===== src/hw/rtl/tkrle_pkg.sv =====
// Shared types, constants and helpers for the token run-length block indexer.
package tkrle_pkg;

    localparam int TKRLE_MAX_SPLITS = 16;
    localparam int TKRLE_TOKEN_BITS = 16;

    localparam logic [12:0] BLOCK_RUNS_RST = 13'd1024;
    localparam logic [4:0]  SPLIT_COUNT_RST = 5'd0;

    // input op codes
    localparam logic [1:0] OP_LOAD  = 2'd0;
    localparam logic [1:0] OP_TOKEN = 2'd1;
    localparam logic [1:0] OP_END   = 2'd2;

    // register index (paddr bit 2)
    localparam logic REG_BLOCK_RUNS  = 1'b0;
    localparam logic REG_SPLIT_COUNT = 1'b1;

    typedef struct packed {
        logic [1:0]  op;
        logic [15:0] token;
        logic [7:0]  token_length;
        logic [3:0]  split_slot;
    } t_in_word;

    typedef struct packed {
        logic        kind;
        logic [15:0] run_token;
        logic [31:0] run_offset;
        logic [31:0] block_chars;
        logic [31:0] block_elements;
        logic [47:0] block_weighted;
        logic        segment_end;
        logic [31:0] total_elements;
        logic        last;
    } t_out_word;

    typedef struct packed {
        logic [12:0] block_runs;
        logic [4:0]  split_count;
    } t_cfg;

    // how the closed run ends
    typedef enum logic [1:0] {
        CL_NORMAL,
        CL_FULL,
        CL_SPLIT,
        CL_END
    } t_close;

    typedef enum logic [2:0] {
        ST_IDLE,
        ST_MUL1,
        ST_MUL2,
        ST_ACC,
        ST_TOT,
        ST_RUN,
        ST_BLK
    } t_state;

    typedef struct packed {
        logic cap;
        logic do_load;
        logic do_open;
        logic do_repeat;
        logic do_close;
        logic do_acc;
        logic do_tot;
        logic emit_run;
        logic emit_blk;
    } t_dp_cmd;

    typedef struct packed {
        logic [1:0] op;
        logic       run_open;
        logic       tok_eq;
        t_close     cls;
        logic       out_free;
    } t_dp_sts;

    function automatic logic [31:0] sat_add32(input logic [31:0] a, input logic [31:0] b);
        logic [32:0] s;
        s = {1'b0, a} + {1'b0, b};
        return s[32] ? 32'hFFFF_FFFF : s[31:0];
    endfunction

endpackage


===== src/hw/rtl/token_rle_block_indexer.sv =====
// A run record is registered at the output once its closing word has passed MUL1, MUL2, ACC,
// TOT (only when a split marker or end closes the segment) and RUN; a block record follows
// from BLK when the block fills or a split marker or end closes it. RUN and BLK wait while the
// output is stalled, and no new word is taken until the last is done. Load and run-extending
// tokens need only MUL1; the two chained multiplies and saturating sums share one datapath.
// Synchronous active-low reset clears run, segment and config state, not the split marker table.
module token_rle_block_indexer
    import tkrle_pkg::*;
#(
    parameter int MAX_SPLITS = TKRLE_MAX_SPLITS,
    parameter int TOKEN_BITS = TKRLE_TOKEN_BITS
) (
    input  logic        i_clk,
    input  logic        i_rst_n,
    input  logic        i_in_valid,
    output logic        o_in_stall,
    input  t_in_word    i_in_word,
    output logic        o_out_valid,
    input  logic        i_out_stall,
    output t_out_word   o_out_word,
    input  logic        psel,
    input  logic        penable,
    input  logic        pwrite,
    input  logic [2:0]  paddr,
    input  logic [31:0] pwdata,
    output logic [31:0] prdata,
    output logic        pready
);

    t_cfg    w_cfg;
    t_dp_cmd w_cmd;
    t_dp_sts w_sts;

    tkrle_regs u_regs (
        .i_clk   (i_clk),
        .i_rst_n (i_rst_n),
        .psel    (psel),
        .penable (penable),
        .pwrite  (pwrite),
        .paddr   (paddr),
        .pwdata  (pwdata),
        .prdata  (prdata),
        .pready  (pready),
        .o_cfg   (w_cfg)
    );

    tkrle_ctrl u_ctrl (
        .i_clk      (i_clk),
        .i_rst_n    (i_rst_n),
        .i_in_valid (i_in_valid),
        .o_in_stall (o_in_stall),
        .i_sts      (w_sts),
        .o_cmd      (w_cmd)
    );

    tkrle_dp #(
        .MAX_SPLITS (MAX_SPLITS),
        .TOKEN_BITS (TOKEN_BITS)
    ) u_dp (
        .i_clk       (i_clk),
        .i_rst_n     (i_rst_n),
        .i_in_word   (i_in_word),
        .i_cfg       (w_cfg),
        .i_cmd       (w_cmd),
        .o_sts       (w_sts),
        .o_out_valid (o_out_valid),
        .i_out_stall (i_out_stall),
        .o_out_word  (o_out_word)
    );

endmodule


===== src/hw/rtl/tkrle_ram.sv =====
// Generic single-write, single-read RAM with registered read data.
module tkrle_ram #(
    parameter int WIDTH = 16,
    parameter int DEPTH = 16,
    localparam int AW = (DEPTH > 1) ? $clog2(DEPTH) : 1
) (
    input  logic             i_clk,
    input  logic             i_we,
    input  logic [AW-1:0]    i_waddr,
    input  logic [WIDTH-1:0] i_wdata,
    input  logic [AW-1:0]    i_raddr,
    output logic [WIDTH-1:0] o_rdata
);

    logic [WIDTH-1:0] r_mem [DEPTH];
    logic [WIDTH-1:0] r_rdata;

    always_ff @(posedge i_clk) begin
        if (i_we) begin
            r_mem[i_waddr] <= i_wdata;
        end
        r_rdata <= r_mem[i_raddr];
    end

    assign o_rdata = r_rdata;

endmodule


===== src/hw/rtl/tkrle_regs.sv =====
// APB configuration registers: block size and split marker count.
module tkrle_regs
    import tkrle_pkg::*;
(
    input  logic        i_clk,
    input  logic        i_rst_n,
    input  logic        psel,
    input  logic        penable,
    input  logic        pwrite,
    input  logic [2:0]  paddr,
    input  logic [31:0] pwdata,
    output logic [31:0] prdata,
    output logic        pready,
    output t_cfg        o_cfg
);

    logic [12:0] r_block_runs;
    logic [4:0]  r_split_count;
    logic        w_wr;

    assign pready = 1'b1;
    assign w_wr   = psel && penable && pwrite && pready;

    always_ff @(posedge i_clk) begin
        if (!i_rst_n) begin
            r_block_runs  <= BLOCK_RUNS_RST;
            r_split_count <= SPLIT_COUNT_RST;
        end else if (w_wr) begin
            unique case (paddr[2])
                REG_BLOCK_RUNS:  r_block_runs  <= pwdata[12:0];
                REG_SPLIT_COUNT: r_split_count <= pwdata[4:0];
                default: ;
            endcase
        end
    end

    always_comb begin
        unique case (paddr[2])
            REG_BLOCK_RUNS:  prdata = {19'd0, r_block_runs};
            REG_SPLIT_COUNT: prdata = {27'd0, r_split_count};
            default:         prdata = '0;
        endcase
    end

    assign o_cfg.block_runs  = r_block_runs;
    assign o_cfg.split_count = r_split_count;

endmodule


===== src/hw/rtl/tkrle_ctrl.sv =====
// Sequencer for one input word: multiply steps, accumulation and record emission.
module tkrle_ctrl
    import tkrle_pkg::*;
(
    input  logic    i_clk,
    input  logic    i_rst_n,
    input  logic    i_in_valid,
    output logic    o_in_stall,
    input  t_dp_sts i_sts,
    output t_dp_cmd o_cmd
);

    t_state r_state;
    t_state n_state;

    always_ff @(posedge i_clk) begin
        if (!i_rst_n) begin
            r_state <= ST_IDLE;
        end else begin
            r_state <= n_state;
        end
    end

    always_comb begin
        n_state = r_state;
        unique case (r_state)
            ST_IDLE: begin
                if (i_in_valid) n_state = ST_MUL1;
            end
            ST_MUL1: begin
                priority if (i_sts.op == OP_TOKEN && i_sts.run_open && !i_sts.tok_eq)
                    n_state = ST_MUL2;
                else if (i_sts.op == OP_END && i_sts.run_open)
                    n_state = ST_MUL2;
                else
                    n_state = ST_IDLE;
            end
            ST_MUL2: n_state = ST_ACC;
            ST_ACC: begin
                if (i_sts.cls == CL_SPLIT || i_sts.cls == CL_END) n_state = ST_TOT;
                else n_state = ST_RUN;
            end
            ST_TOT: n_state = ST_RUN;
            ST_RUN: begin
                if (i_sts.out_free) begin
                    n_state = (i_sts.cls == CL_NORMAL) ? ST_IDLE : ST_BLK;
                end
            end
            ST_BLK: begin
                if (i_sts.out_free) n_state = ST_IDLE;
            end
            default: n_state = ST_IDLE;
        endcase
    end

    always_comb begin
        o_cmd      = '0;
        o_in_stall = (r_state != ST_IDLE);
        unique case (r_state)
            ST_IDLE: o_cmd.cap = i_in_valid;
            ST_MUL1: begin
                o_cmd.do_load   = (i_sts.op == OP_LOAD);
                o_cmd.do_open   = (i_sts.op == OP_TOKEN) && !i_sts.run_open;
                o_cmd.do_repeat = (i_sts.op == OP_TOKEN) && i_sts.run_open && i_sts.tok_eq;
            end
            ST_MUL2: o_cmd.do_close = 1'b1;
            ST_ACC:  o_cmd.do_acc   = 1'b1;
            ST_TOT:  o_cmd.do_tot   = 1'b1;
            ST_RUN:  o_cmd.emit_run = i_sts.out_free;
            ST_BLK:  o_cmd.emit_blk = i_sts.out_free;
            default: ;
        endcase
    end

endmodule


===== src/hw/rtl/tkrle_dp.sv =====
// Datapath: run and segment state, the two multiplies, saturating sums, output word.
module tkrle_dp
    import tkrle_pkg::*;
#(
    parameter int MAX_SPLITS = TKRLE_MAX_SPLITS,
    parameter int TOKEN_BITS = TKRLE_TOKEN_BITS
) (
    input  logic      i_clk,
    input  logic      i_rst_n,
    input  t_in_word  i_in_word,
    input  t_cfg      i_cfg,
    input  t_dp_cmd   i_cmd,
    output t_dp_sts   o_sts,
    output logic      o_out_valid,
    input  logic      i_out_stall,
    output t_out_word o_out_word
);

    localparam int TW = (TOKEN_BITS < 16) ? TOKEN_BITS : 16;
    localparam int AW = (MAX_SPLITS > 1) ? $clog2(MAX_SPLITS) : 1;
    localparam logic [8:0] MAX_SPLITS_V = 9'(MAX_SPLITS);

    // latched input word
    logic [1:0]    r_op;
    logic [TW-1:0] r_tok;
    logic [7:0]    r_len;
    logic [3:0]    r_slot;

    // run and segment state
    logic          r_run_open;
    logic [TW-1:0] r_cur_tok;
    logic [7:0]    r_cur_len;
    logic [31:0]   r_run_count;
    logic [31:0]   r_seg_chars;
    logic [31:0]   r_seg_elem;
    logic [47:0]   r_weighted;
    logic [12:0]   r_runs;
    logic [31:0]   r_local_off;
    logic [4:0]    r_cursor;
    logic [31:0]   r_grand;

    // multiply pipeline
    logic [31:0]   r_chars;
    logic [44:0]   r_wprod;
    t_close        r_cls;

    logic          r_out_valid;
    t_out_word     r_out_word;

    logic [39:0]   w_cprod;
    logic [44:0]   w_wprod;
    logic [13:0]   w_runs_inc;
    logic [48:0]   w_wsum;
    logic          w_hit;
    logic          w_out_free;
    logic [TW-1:0] w_rdata;
    logic [8:0]    w_slot_ext;
    logic [8:0]    w_cur_ext;
    logic          w_we;

    assign w_slot_ext = {5'd0, r_slot};
    assign w_cur_ext  = {4'd0, r_cursor};
    assign w_we       = i_cmd.do_load && (w_slot_ext < MAX_SPLITS_V);

    tkrle_ram #(
        .WIDTH (TW),
        .DEPTH (MAX_SPLITS)
    ) u_split_ram (
        .i_clk   (i_clk),
        .i_we    (w_we),
        .i_waddr (w_slot_ext[AW-1:0]),
        .i_wdata (r_tok),
        .i_raddr (w_cur_ext[AW-1:0]),
        .o_rdata (w_rdata)
    );

    assign w_cprod    = 40'(r_run_count) * 40'(r_cur_len);
    assign w_wprod    = 45'(r_chars) * 45'(r_runs);
    assign w_runs_inc = 14'(r_runs) + 14'd1;
    assign w_wsum     = 49'(r_weighted) + 49'(r_wprod);
    assign w_hit      = (r_op == OP_TOKEN) && (r_cursor < i_cfg.split_count)
                        && (w_cur_ext < MAX_SPLITS_V) && (r_tok == w_rdata);
    assign w_out_free = !r_out_valid || !i_out_stall;

    // payload registers
    always_ff @(posedge i_clk) begin
        if (i_cmd.cap) begin
            r_op   <= i_in_word.op;
            r_tok  <= i_in_word.token[TW-1:0];
            r_len  <= i_in_word.token_length;
            r_slot <= i_in_word.split_slot;
        end
        r_chars <= (|w_cprod[39:32]) ? 32'hFFFF_FFFF : w_cprod[31:0];
        r_wprod <= w_wprod;
        if (i_cmd.do_close) begin
            priority if (r_op == OP_END) r_cls <= CL_END;
            else if (w_hit) r_cls <= CL_SPLIT;
            else if (w_runs_inc >= {1'b0, i_cfg.block_runs}) r_cls <= CL_FULL;
            else r_cls <= CL_NORMAL;
        end
        if (i_cmd.emit_run) begin
            r_out_word.kind           <= 1'b0;
            r_out_word.run_token      <= 16'(r_cur_tok);
            r_out_word.run_offset     <= (r_cls == CL_NORMAL || r_cls == CL_END)
                                         ? r_local_off : 32'd0;
            r_out_word.block_chars    <= '0;
            r_out_word.block_elements <= '0;
            r_out_word.block_weighted <= '0;
            r_out_word.segment_end    <= 1'b0;
            r_out_word.total_elements <= '0;
            r_out_word.last           <= (r_cls == CL_NORMAL);
        end else if (i_cmd.emit_blk) begin
            r_out_word.kind           <= 1'b1;
            r_out_word.run_token      <= '0;
            r_out_word.run_offset     <= '0;
            r_out_word.block_chars    <= r_seg_chars;
            r_out_word.block_elements <= r_seg_elem;
            r_out_word.block_weighted <= r_weighted;
            r_out_word.segment_end    <= (r_cls == CL_SPLIT || r_cls == CL_END);
            r_out_word.total_elements <= r_grand;
            r_out_word.last           <= 1'b1;
        end
    end

    // state registers
    always_ff @(posedge i_clk) begin
        if (!i_rst_n) begin
            r_run_open  <= 1'b0;
            r_cur_tok   <= '0;
            r_cur_len   <= '0;
            r_run_count <= '0;
            r_seg_chars <= '0;
            r_seg_elem  <= '0;
            r_weighted  <= '0;
            r_runs      <= '0;
            r_local_off <= '0;
            r_cursor    <= '0;
            r_grand     <= '0;
            r_out_valid <= 1'b0;
        end else begin
            if (i_cmd.do_open) begin
                r_run_open  <= 1'b1;
                r_cur_tok   <= r_tok;
                r_cur_len   <= r_len;
                r_run_count <= 32'd1;
            end
            if (i_cmd.do_repeat) begin
                r_run_count <= sat_add32(r_run_count, 32'd1);
            end
            if (i_cmd.do_close) begin
                r_local_off <= sat_add32(r_local_off, r_chars);
                r_seg_chars <= sat_add32(r_seg_chars, r_chars);
                r_runs      <= w_runs_inc[12:0];
                r_run_open  <= 1'b0;
            end
            if (i_cmd.do_acc) begin
                r_weighted <= w_wsum[48] ? 48'hFFFF_FFFF_FFFF : w_wsum[47:0];
                if (r_cls != CL_NORMAL) begin
                    r_seg_elem <= sat_add32(r_seg_elem, 32'(r_runs));
                end
            end
            if (i_cmd.do_tot) begin
                r_grand <= sat_add32(r_grand, r_seg_elem);
            end
            // after a normal or full-block close, the new token opens its run once the closed one is out
            if ((i_cmd.emit_run && r_cls == CL_NORMAL) ||
                (i_cmd.emit_blk && r_cls == CL_FULL)) begin
                r_run_open  <= 1'b1;
                r_cur_tok   <= r_tok;
                r_cur_len   <= r_len;
                r_run_count <= 32'd1;
            end
            if (i_cmd.emit_blk) begin
                r_weighted  <= '0;
                r_runs      <= '0;
                r_local_off <= '0;
                if (r_cls != CL_FULL) begin
                    r_seg_chars <= '0;
                    r_seg_elem  <= '0;
                end
                if (r_cls == CL_SPLIT) begin
                    r_cursor <= r_cursor + 5'd1;
                end
            end
            if (i_cmd.emit_run || i_cmd.emit_blk) begin
                r_out_valid <= 1'b1;
            end else if (!i_out_stall) begin
                r_out_valid <= 1'b0;
            end
        end
    end

    assign o_sts.op       = r_op;
    assign o_sts.run_open = r_run_open;
    assign o_sts.tok_eq   = (r_tok == r_cur_tok);
    assign o_sts.cls      = r_cls;
    assign o_sts.out_free = w_out_free;

    assign o_out_valid = r_out_valid;
    assign o_out_word  = r_out_word;

endmodule


===== config.mk =====
export PLATFORM = sky130hd
export DESIGN_NAME = token_rle_block_indexer
export DESIGN_NICKNAME = d
export VERILOG_FILES = /design/src/hw/rtl/tkrle_pkg.sv /design/src/hw/rtl/token_rle_block_indexer.sv /design/src/hw/rtl/tkrle_ram.sv /design/src/hw/rtl/tkrle_regs.sv /design/src/hw/rtl/tkrle_ctrl.sv /design/src/hw/rtl/tkrle_dp.sv
export SDC_FILE = /design/constraint.sdc
export NUM_CORES = 2
export LEC_CHECK = 0
export BUFFER_PORTS_ARGS = -buffer_cell sky130_fd_sc_hd__buf_2
export CAP_MARGIN = 20
export CORE_ASPECT_RATIO = 2
export CORE_UTILIZATION = 25
export DETAILED_ROUTE_END_ITERATION = 16
export HOLD_SLACK_MARGIN = 0.15
export PLACE_DENSITY = 0.48
export SYNTH_ARGS = -nofsm -noshare
export SYNTH_HDL_FRONTEND = slang
export SYNTH_SLANG_ARGS = --single-unit

===== constraint.sdc =====
create_clock -name i_clk -period 7.3 [get_ports i_clk]
set_input_delay 1.46 -clock i_clk [delete_from_list [all_inputs] [get_ports i_clk]]
set_output_delay 1.46 -clock i_clk [all_outputs]
set_load 0.01 [all_outputs]

==> results.py <==
metrics = {
    "critical_path": {
        "regToRegStartpoint": "u_dp.r_runs[8]",
        "cp_max_fo": 12,
        "rrSetupSlack_ns": 0.46,
        "arrival_ns": 7.41,
        "cp-end-kind": "flip-flop",
        "endpoint": "u_dp.r_wprod[44]",
        "crit_required_ns": 7.87,
        "worstSetupStartpoint": "u_dp.r_runs[8]",
        "r2r_end": "u_dp.r_wprod[44]",
        "reg2regPathDepth": 23,
        "start_kind": "flip-flop",
        "worstSetupPathType": "reg2reg",
    },
    "clocking": {
        "tritoncts.num_buffers": 90,
        "clk_path_buf_depth": 3,
        "cts_resized": 0,
        "postCtsHoldBufs": 0,
        "post_cts_buffers": 0,
        "cts_tree": "built",
        "cts.sinks": 849,
        "path_clk_slew_ns": 0.07,
        "root_buffer": "clkbuf_16",
        "clkLatencyLatePin_ns": 0.73,
        "h-tree-depth": 3,
    },
    "synth": {
        "ys_async_sr_fraction_pct": 0,
        "seq_area_frac_synth_pct": 34.6,
        "synth_cells": 5881,
        "synth_area_um2": 58900,
        "ys_types": 88,
        "ys_ff_latch": 849,
        "synth_edf_count": 337,
        "synth-main-ff-cell": "dfxtp_1",
        "synth.avg_cell_area_um2": 10.0,
        "synth_warnings": 0,
    },
    "flow_run": {
        "cap_violations": 0,
    },
    "sta": {
        "setup_violations": 0,
        "min_period_ns": 6.84,
        "worst_pin_slew_ns": 1.17,
        "period_share_pct": 93.7,
        "finalHoldViolCount": 0,
        "fmax_mhz": 146,
        "relSlewSlack_pct": 20.9,
        "slew_violations": 0,
        "finalSetupTns_ns": 0,
        "rsz0062_at_grt": "false",
        "finalClockSkew_ns": 0.0622,
    },
    "cells_and_area": {
        "drive_above_1_share_pct": 12.0,
        "area_delta_synth_final_pct": 14.4,
        "final_common_cell": "inv_1",
        "fin_nets": 7005,
        "layout_common_cells": "inv_1, nand2_1, fa_1, dfxtp_1, and2_1",
        "final_util_pct": 28.8,
    },
    "place": {
        "dp_hpwl_um": 149000,
        "place_congestion": 0.879,
        "port_buffers": 260,
    },
    "detailed_routing": {
        "firstDrtPassIters": 7,
        "via_per_inst": 4.72,
        "via_count": 43506,
        "antenna_left": 0,
        "drt-total-wl_um": 191000,
        "first_iter_violations": 2329,
        "post-route-drc-count": 0,
        "wire_per_inst_um": 20.7,
    },
    "worst_hold_path": {
        "min_path_type": "reg2reg",
    },
    "floorplan": {
        "core_area_um2": 234000,
        "num_rows": 251,
        "die_w_um": 345,
        "die_h_um": 689,
        "die_area_um2": 238000,
        "start_util_pct": 25.2,
        "ios": 302,
    },
    "grt": {
        "grt_antenna_before_repair": 9,
        "overflow": 0,
        "grt_max_degree": 80,
        "grt_usage_pct": 15.9,
        "grt_pass1_wl_um": 287000,
        "grt_pass1_vias": 46379,
    },
    "power": {
        "power_density_nw_per_um2": 155,
        "leakage_nw": 29.2,
        "vdd_ir_drop_max_mv": 0.195,
    },
    "outcome": {
        "status": "completed",
    },
}
[cell type report]
type | instances | area, um^2
Multi-Input combinational cell | 4089 | 35000
Sequential cell | 849 | 20400
Clock buffer | 115 | 2440
Tap cell | 3036 | 3800
Clock inverter | 53 | 656
Inverter | 625 | 2350
Fill cell | 24260 | 167000
Timing Repair Buffer | 435 | 2790
Antenna cell | 8 | 20.0
[state kept, by name (all words and copies together) (netlist names), 45 cells and up]
name                    cells
u_dp.r_weighted            48
u_dp.u_split_ram.r_mem    256
u_dp.r_wprod               45
u_dp.o_out_word           195
[through the flow]
step / power, mW / hold WS, ns / cells / worst slack, ns / instance area, um^2
after global routing: 10.8 / 0.466 / 9204 / 0.158 / 67400
final: 10.5 / 0.455 / 9210 / 0.461 / 67400
after global placement: 5.66 / 0.443 / 9027 / 0.517 / 64200
after floorplan: 5.46 / 0.443 / 5899 / 1.39 / 59000
after detailed placement: 5.67 / 0.443 / 9031 / 0.568 / 64300
after CTS: 10.6 / 0.457 / 9199 / 0.548 / 67400
[cell families after synthesis]
logic type               count (synthesis)  share of synthesized area (%)
AND/OR/NAND/NOR                       1569                           13.4
AO/OA/AOI/OAI                         1306                           14.1
buffers and inverters                  961                           6.32
flip-flops                             849                           34.6
adder cells (fa/ha/maj)                843                           24.5
XOR/XNOR                               259                           3.85
multiplexers                            92                           3.27
other                                    2                         0.0127
[routing by layer]
metal / GRT usage, % / vias to the layer above / wire length [um]
met5: 0 / - / 0
met4: 6.33 / 0 / 7790
met3: 1.91 / 333 / 7100
met2: 30.4 / 1024 / 101000
met1: 17.6 / 21802 / 74700
li1: - / 20347 / -
[Yosys cell counts (50+ instances only)]
cell type	instances	area (um^2)
nor2_1	203	762
inv_1	625	2350
o21ai_0	327	1640
a21o_1	114	856
nor3_1	54	270
dfxtp_1	512	10200
clkbuf_1	279	1050
edfxtp_1	337	10100
xor2_1	116	1020
a22o_1	137	1200
a21oi_1	395	1980
fa_1	515	10300
and2_1	470	2940
nand2_1	536	2010
nand4_1	50	313
mux4_2	80	1800
ha_1	328	4100
nand3_1	71	355
xnor2_1	143	1250
[critical path: stages (launching register included)]
cell	delay (ns)
dfxtp_1	0.80
buf_4	0.30
nand2_1	0.09
fa_1	0.51
inv_1	0.06
fa_1	0.58
fa_1	0.44
fa_1	0.49
inv_1	0.05
fa_1	0.50
inv_1	0.06
ha_1	0.41
o21ai_0	0.13
nand2b_1	0.09
a21oi_1	0.06
o21ai_0	0.57
a32oi_1	0.34
buf_4	0.23
a311oi_1	0.35
a221oi_1	0.16
buf_4	0.16
o21ai_1	0.12
a21oi_1	0.09
xnor2_1	0.12
[worst min-delay path by stage]
stage                                        from                       to  slack [ns]  cells after the start
after CTS                    u_dp.o_out_word[110]     u_dp.o_out_word[110]        0.46                      2
after detailed placement     u_dp.o_out_word[110]     u_dp.o_out_word[110]        0.44                      2
final                        u_dp.o_out_word[110]     u_dp.o_out_word[110]        0.45                      2
after floorplan           u_regs.r_block_runs[11]  u_regs.r_block_runs[11]        0.44                      2
after global placement       u_dp.o_out_word[115]     u_dp.o_out_word[115]        0.44                      2
after global routing           u_dp.o_out_word[2]       u_dp.o_out_word[2]        0.47                      2
[power breakdown]
part / internal, mW / leakage, nW / switching, mW
combinational: 0.152 / 20.4 / 0.287
sequential: 5.01 / 7.30 / 0.114
clock: 2.72 / 1.51 / 2.17
total: 7.89 / 29.2 / 2.57
Note: power is estimated with default switching activity, not from simulation.
